## src/sv/mopdf_pkg.sv

```systemverilog
package mopdf_pkg;

	localparam int MAX_ORDERS = 4;

	localparam logic signed [31:0] Q_ONE = 32'sd16777216;
	localparam logic signed [31:0] S32_MAX = 32'sh7fffffff;
	localparam logic signed [31:0] S32_MIN = 32'sh80000000;

	typedef struct packed {
		logic signed [31:0] energy_liquid;
		logic signed [31:0] energy_solid;
		logic signed [31:0] conc_liquid;
		logic signed [31:0] conc_solid;
		logic signed [31:0] phase_zero;
		logic signed [31:0] phase_one;
		logic signed [31:0] phase_two;
		logic signed [31:0] phase_three;
		logic signed [31:0] rhs_old_one;
		logic signed [31:0] rhs_old_two;
		logic signed [31:0] rhs_old_three;
	} cell_t;

	typedef struct packed {
		logic signed [31:0] rhs_new_one;
		logic signed [31:0] rhs_new_two;
		logic signed [31:0] rhs_new_three;
		logic zero_phase_sum;
	} result_t;

	typedef struct packed {
		logic [2:0] order_count;
		logic signed [31:0] liquid_curvature;
		logic signed [31:0] liquid_equilibrium_conc;
		logic signed [31:0] liquid_energy_scale;
	} cfg_t;

	typedef enum logic [1:0] {
		REG_ORDER_COUNT,
		REG_CURVATURE,
		REG_EQUILIBRIUM_CONC,
		REG_ENERGY_SCALE
	} reg_idx_t;

	localparam logic [2:0] ORDER_COUNT_RESET = 3'd4;

	function automatic logic signed [31:0] sat32(input logic signed [63:0] x);
		logic signed [31:0] r;
		if (x > 64'sd2147483647) begin
			r = S32_MAX;
		end else if (x < -64'sd2147483648) begin
			r = S32_MIN;
		end else begin
			r = x[31:0];
		end
		return r;
	endfunction

	// Q8.24 product: round half up at bit 24, then clamp.
	function automatic logic signed [31:0] qround(input logic signed [63:0] p);
		logic signed [63:0] s;
		s = (p + 64'sd8388608) >>> 24;
		return sat32(s);
	endfunction

	function automatic logic [2:0] orders_active(input logic [2:0] cnt);
		logic [2:0] n;
		if (cnt < 3'd2) begin
			n = 3'd2;
		end else if (cnt > 3'(MAX_ORDERS)) begin
			n = 3'(MAX_ORDERS);
		end else begin
			n = cnt;
		end
		return n;
	endfunction

endpackage

```

## src/sv/mopdf_regs.sv

```systemverilog
module mopdf_regs (
	input  logic                clk,
	input  logic                arst_n,
	input  logic                psel,
	input  logic                penable,
	input  logic                pwrite,
	input  logic [3:0]          paddr,
	input  logic [31:0]         pwdata,
	output logic [31:0]         prdata,
	output logic                pready,
	output mopdf_pkg::cfg_t     cfg
);

	mopdf_pkg::cfg_t  cfg_q;
	mopdf_pkg::reg_idx_t idx;

	assign idx = mopdf_pkg::reg_idx_t'(paddr[3:2]);

	always_ff @(posedge clk or negedge arst_n) begin
		if (!arst_n) begin
			cfg_q.order_count <= mopdf_pkg::ORDER_COUNT_RESET;
			cfg_q.liquid_curvature <= mopdf_pkg::Q_ONE;
			cfg_q.liquid_equilibrium_conc <= '0;
			cfg_q.liquid_energy_scale <= mopdf_pkg::Q_ONE;
		end else if (psel && penable && pwrite) begin
			unique case (idx)
				mopdf_pkg::REG_ORDER_COUNT: cfg_q.order_count <= pwdata[2:0];
				mopdf_pkg::REG_CURVATURE: cfg_q.liquid_curvature <= pwdata;
				mopdf_pkg::REG_EQUILIBRIUM_CONC: cfg_q.liquid_equilibrium_conc <= pwdata;
				mopdf_pkg::REG_ENERGY_SCALE: cfg_q.liquid_energy_scale <= pwdata;
				default: ;
			endcase
		end
	end

	always_comb begin
		unique case (idx)
			mopdf_pkg::REG_ORDER_COUNT: prdata = {29'd0, cfg_q.order_count};
			mopdf_pkg::REG_CURVATURE: prdata = cfg_q.liquid_curvature;
			mopdf_pkg::REG_EQUILIBRIUM_CONC: prdata = cfg_q.liquid_equilibrium_conc;
			mopdf_pkg::REG_ENERGY_SCALE: prdata = cfg_q.liquid_energy_scale;
			default: prdata = '0;
		endcase
	end

	assign pready = 1'b1;
	assign cfg = cfg_q;

endmodule

```

## config.mk

```make
export PLATFORM = sky130hd
export DESIGN_NAME = mopdf_regs
export DESIGN_NICKNAME = d
export VERILOG_FILES = /design/src/sv/mopdf_pkg.sv /design/src/sv/mopdf_regs.sv
export SDC_FILE = /design/constraint.sdc
export NUM_CORES = 1
export LEC_CHECK = 0
export BUFFER_PORTS_ARGS = -buffer_cell sky130_fd_sc_hd__clkbuf_2
export CAP_MARGIN = 0
export CORE_ASPECT_RATIO = 1.2
export CORE_MARGIN = 5
export CORE_UTILIZATION = 55
export CTS_BUF_LIST = sky130_fd_sc_hd__clkbuf_4 sky130_fd_sc_hd__clkbuf_8
export CTS_CLUSTER_SIZE = 40
export DETAILED_ROUTE_END_ITERATION = 7
export PLACE_DENSITY = 0.95
export SLEW_MARGIN = 30
export SYNTH_ARGS = -nofsm -noshare
export SYNTH_HDL_FRONTEND = slang
export SYNTH_SLANG_ARGS = --single-unit
```

## constraint.sdc

```tcl
create_clock -name clk -period 2.8 [get_ports clk]
set_clock_uncertainty 0.1 [all_clocks]
set_input_delay 0.56 -clock clk [delete_from_list [all_inputs] [get_ports clk]]
set_output_delay 0.56 -clock clk [all_outputs]
set_load 0.1 [all_outputs]
```

## Word level (Yosys, flattened, before mapping)

Cells that the tools add are included.
W data, S select, Z words.

- Register bits: 99
- Output and inout bits: 132
- Logic and storage cells: 15

- Equal/unequal tests: 3
- Muxes and demuxes: 1
- Reductions and logical operators: 7

Operator list:

| cell | count |
|---|---|
| $pmux W32 S4 | 1 |
| $reduce_and A2 Y1 | 4 |
| $eq A2 B2 Y1 const B | 2 |
| $eq A2 B1 Y1 const B | 1 |
| $logic_and A1 B1 Y1 | 2 |
| $logic_not A2 Y1 | 1 |

## Logic depth before layout (Yosys ltp)

- Depth after elaboration: 3
- Mapped depth: 5

## Least setup slack after synthesis

No wires, ideal clock.

- Kind: input port to output port
- Start: input paddr[2]
- End: output prdata[18]
- Arrival: 2025 ps
- Required time: 2140 ps
- Slack: 115 ps
- Stages: 5
- Path buffers: 3
- Path through: buf_4 > nor2b_1 > buf_2 > buf_2 > a22o_1

- Cells in the longest elaborated chain, start to end: 2
- Elaborated cells on any way between the ends: 5
- Classes of those cells: 3 x eq/ne; 1 x mux; 1 x reduce/logical

RTL lines:

| what | line | RTL |
|---|---|---|
| from (decl) | mopdf_regs.sv:7 | `input logic [3:0] paddr,` |
| $eq A2 B2 Y1 (tied with other cells) | mopdf_regs.sv:37 | `unique case (idx)` |
| $pmux W32 S4 (*) | mopdf_regs.sv:37 |  |
| to (decl) | mopdf_regs.sv:9 | `output logic [31:0] prdata,` |

Mark *: on every way between the ends. The rest lies on a longest branch, timed or not.

## Final worst setup path

- Start: input paddr[2]
- End: output prdata[27]

The elaborated chain is that of the path after synthesis.

==> key figures <==
Critical path
  – Critical R2R Launch: cfg[1]
  – Endpoint type of the worst setup path: output pin
  – Worst Reg-to-Reg Cells: 1
  – Worst reg2reg setup slack: 1.84 ns
  – WS Path Type: in2out
  – Critical path's slowest cell: mux2_2
  – Crit path largest cell delay: 0.35 ns
  – Critical path, cell by cell: clkbuf_2 > buf_12 > mux2_2 > a22o_1 > buf_12
  – Worst path most repeated cell: buf_12
  – Arr. time, crit path: 1.74 ns
  – Crit-path max FO: 28
  – Worst Path Required: 2.14 ns
  – Startpoint types: input port
  – End of the worst register-to-register path: cfg[1]

Floorplanning
  – Die Width: 93.1 um
  – Die ar.: 10,200 um^2
  – Initial Util: 0.562
  – Ports: 173
  – # rows: 36
  – Core ar.: 8110 um^2
  – DIE HEIGHT: 110 um

Logic synthesis
  – Post-synthesis simple-gate area fraction: 0.0140
  – Area of the mapped netlist: 4560 um^2
  – Register area share after synthesis: 0.544
  – Syn nets: 329
  – Avg Inst Size Synth: 15.8 um^2
  – Yosys top cell by area: dfrtp_1
  – Synthesized flop and latch total: 99
  – Complex-gate fraction of the synthesized area: 0.0557
  – Synth Area in Adders: 0
  – Post-Synthesis Cells: 288
  – Mux cell area share after synthesis: 0.356
  – Main combinational cell family by area after synthesis: multiplexers
  – Synth top area share: 0.527
  – Synth top area cells: dfrtp_1 53%, mux2_2 21%, mux2_4 9.9%
  – Cell variety after synth: 18
  – Warnings, synthesis: 0
  – XOR/XNOR share of the synthesized area: 0

Layout
  – Share of cells above drive strength 1: 0.701
  – Layout net count: 497
  – ANT cells: 0
  – Core Util, Final: 0.763
  – Fill count: 470
  – Commonest non-fill, non-tap cell in the layout: clkbuf_2
  – Max FFs per register: 99
  – Register Area: 2480 um^2
  – Most frequent cells in the layout: 136 x clkbuf_2, 96 x dfrtp_1, 87 x mux2_2
  – Area delta synth->final: 35.7%
  – Post-layout instance area: 6190 um^2
  – Non-Filler Instances: 556
  – Multi-input logic area: 1950 um^2

Global route
  – Vias in the first global route: 3,602
  – Gr ovfl total: 0
  – Initial antenna violation count: 0
  – Largest net degree at the start of global routing: 53
  – Overall Global Routing Usage: 0.237
  – First-pass GRT wire length: 18,700 um

Worst hold path
  – Class of the worst hold path: in2async

Clocking
  – Clock Latency Late Sink: 0.34 ns
  – Clock transition at the registers of the reported paths: 0.10 ns
  – Clock tree buffer depth: 2
  – Total CTS buffers: 9
  – Post-CTS sizing: 0
  – Clock root buffer: clkbuf_8
  – CTS sink cnt: 99
  – H-Tree Depth: 3
  – Cts-stage hold buffer count: 0
  – CTS tree: done
  – Setup bufs post-CTS: 0

STA
  – Final Max Slew Viols: 0
  – Unrepaired setup endpoints after global routing: no
  – Actual slew at the worst max-slew pin: 0.604 ns
  – Fmax: 416 MHz
  – Max-slew headroom: 0.597
  – Post-route minimum period: 2.40 ns
  – Setup Viol. Count Final: 0
  – Final period utilization: 0.858
  – Final count of hold timing violations: 0
  – Setup_tns: 0 ns

Outcome
  – Status: complete, no violations

Drt
  – Mean routed wirelength per cell: 21.3 um
  – Initial DRC count: 112
  – Vias per inst: 5.72
  – Via count: 3,183
  – Post-Route WL: 11,800 um
  – DRT antenna net count: 0
  – Residual DRC: 0
  – TritonRoute pass-1 iters: 4

Job
  – Max-cap violations: 0

Place
  – HPWL after DPL: 8920 um
  – Post-placement cell area: 5990 um^2
  – DP Cell Count: 540
  – PortBufs: 169
  – RePlAce Congestion: 0.767
==> worst max-delay path, delay by kind of cell <==
| kind | cells | cell delay, ns |
|---|---|---|
| buf+inv | 3 | 0.56 |
| compound gates | 1 | 0.26 |
| mux | 1 | 0.35 |
==> per-layer routing <==
layer  global-route usage  share of wire
met2                0.423           0.54
met4               0.0880          0.021
met3               0.0657          0.066
met1                0.272           0.37
met5                    0              0
==> Yosys cell counts <==
library cell / number
conb_1: 1
buf_2: 12
mux2_2: 87
mux4_2: 3
mux2_4: 30
dfstp_2: 3
and3b_1: 1
nand3b_4: 1
buf_4: 2
nand3_2: 1
buf_6: 4
nor2b_1: 1
nor3b_1: 1
mux2_1: 11
clkbuf_1: 4
a22o_1: 29
dfrtp_1: 96
and3_4: 1
==> how the worst max path moves through the flow <==
stage,start,endpoint,slack [ns],cells after the start
CTS,paddr[2],prdata[27],0.40,5
detailed placement,paddr[2],prdata[27],0.40,5
global placement,paddr[2],prdata[27],0.42,5
floorplan,paddr[2],prdata[18],0.11,5
finish,paddr[2],prdata[27],0.40,5
global route,paddr[2],prdata[27],0.34,5
==> logic make-up after synthesis <==
logic type / count (synthesis)
other: 1
DFF: 99
muxes: 131
AOI/OAI and AO/OA: 29
and+or+nand+nor: 6
buffers and inverters: 22
==> metrics by stage <==
stage / hold WS, ns / setup WS (ns)
global route: 0.129 / 0.345
finish: 0.0939 / 0.397
detailed placement: 0.415 / 0.402
floorplan: 0.164 / 0.115
CTS: 0.116 / 0.399
global placement: 0.399 / 0.423
==> final cells by class <==
class | count | share of cell area
repair buffers | 179 | 0.233
clock buffers | 12 | 0.0237
multi-input cells | 167 | 0.315
flip-flops and latches | 99 | 0.401
clock inverters | 4 | 0.00849
well taps | 95 | 0.0192
Power is not shown: default switching activity piles up to over one toggle a cycle in this logic, so the estimate is an artifact.
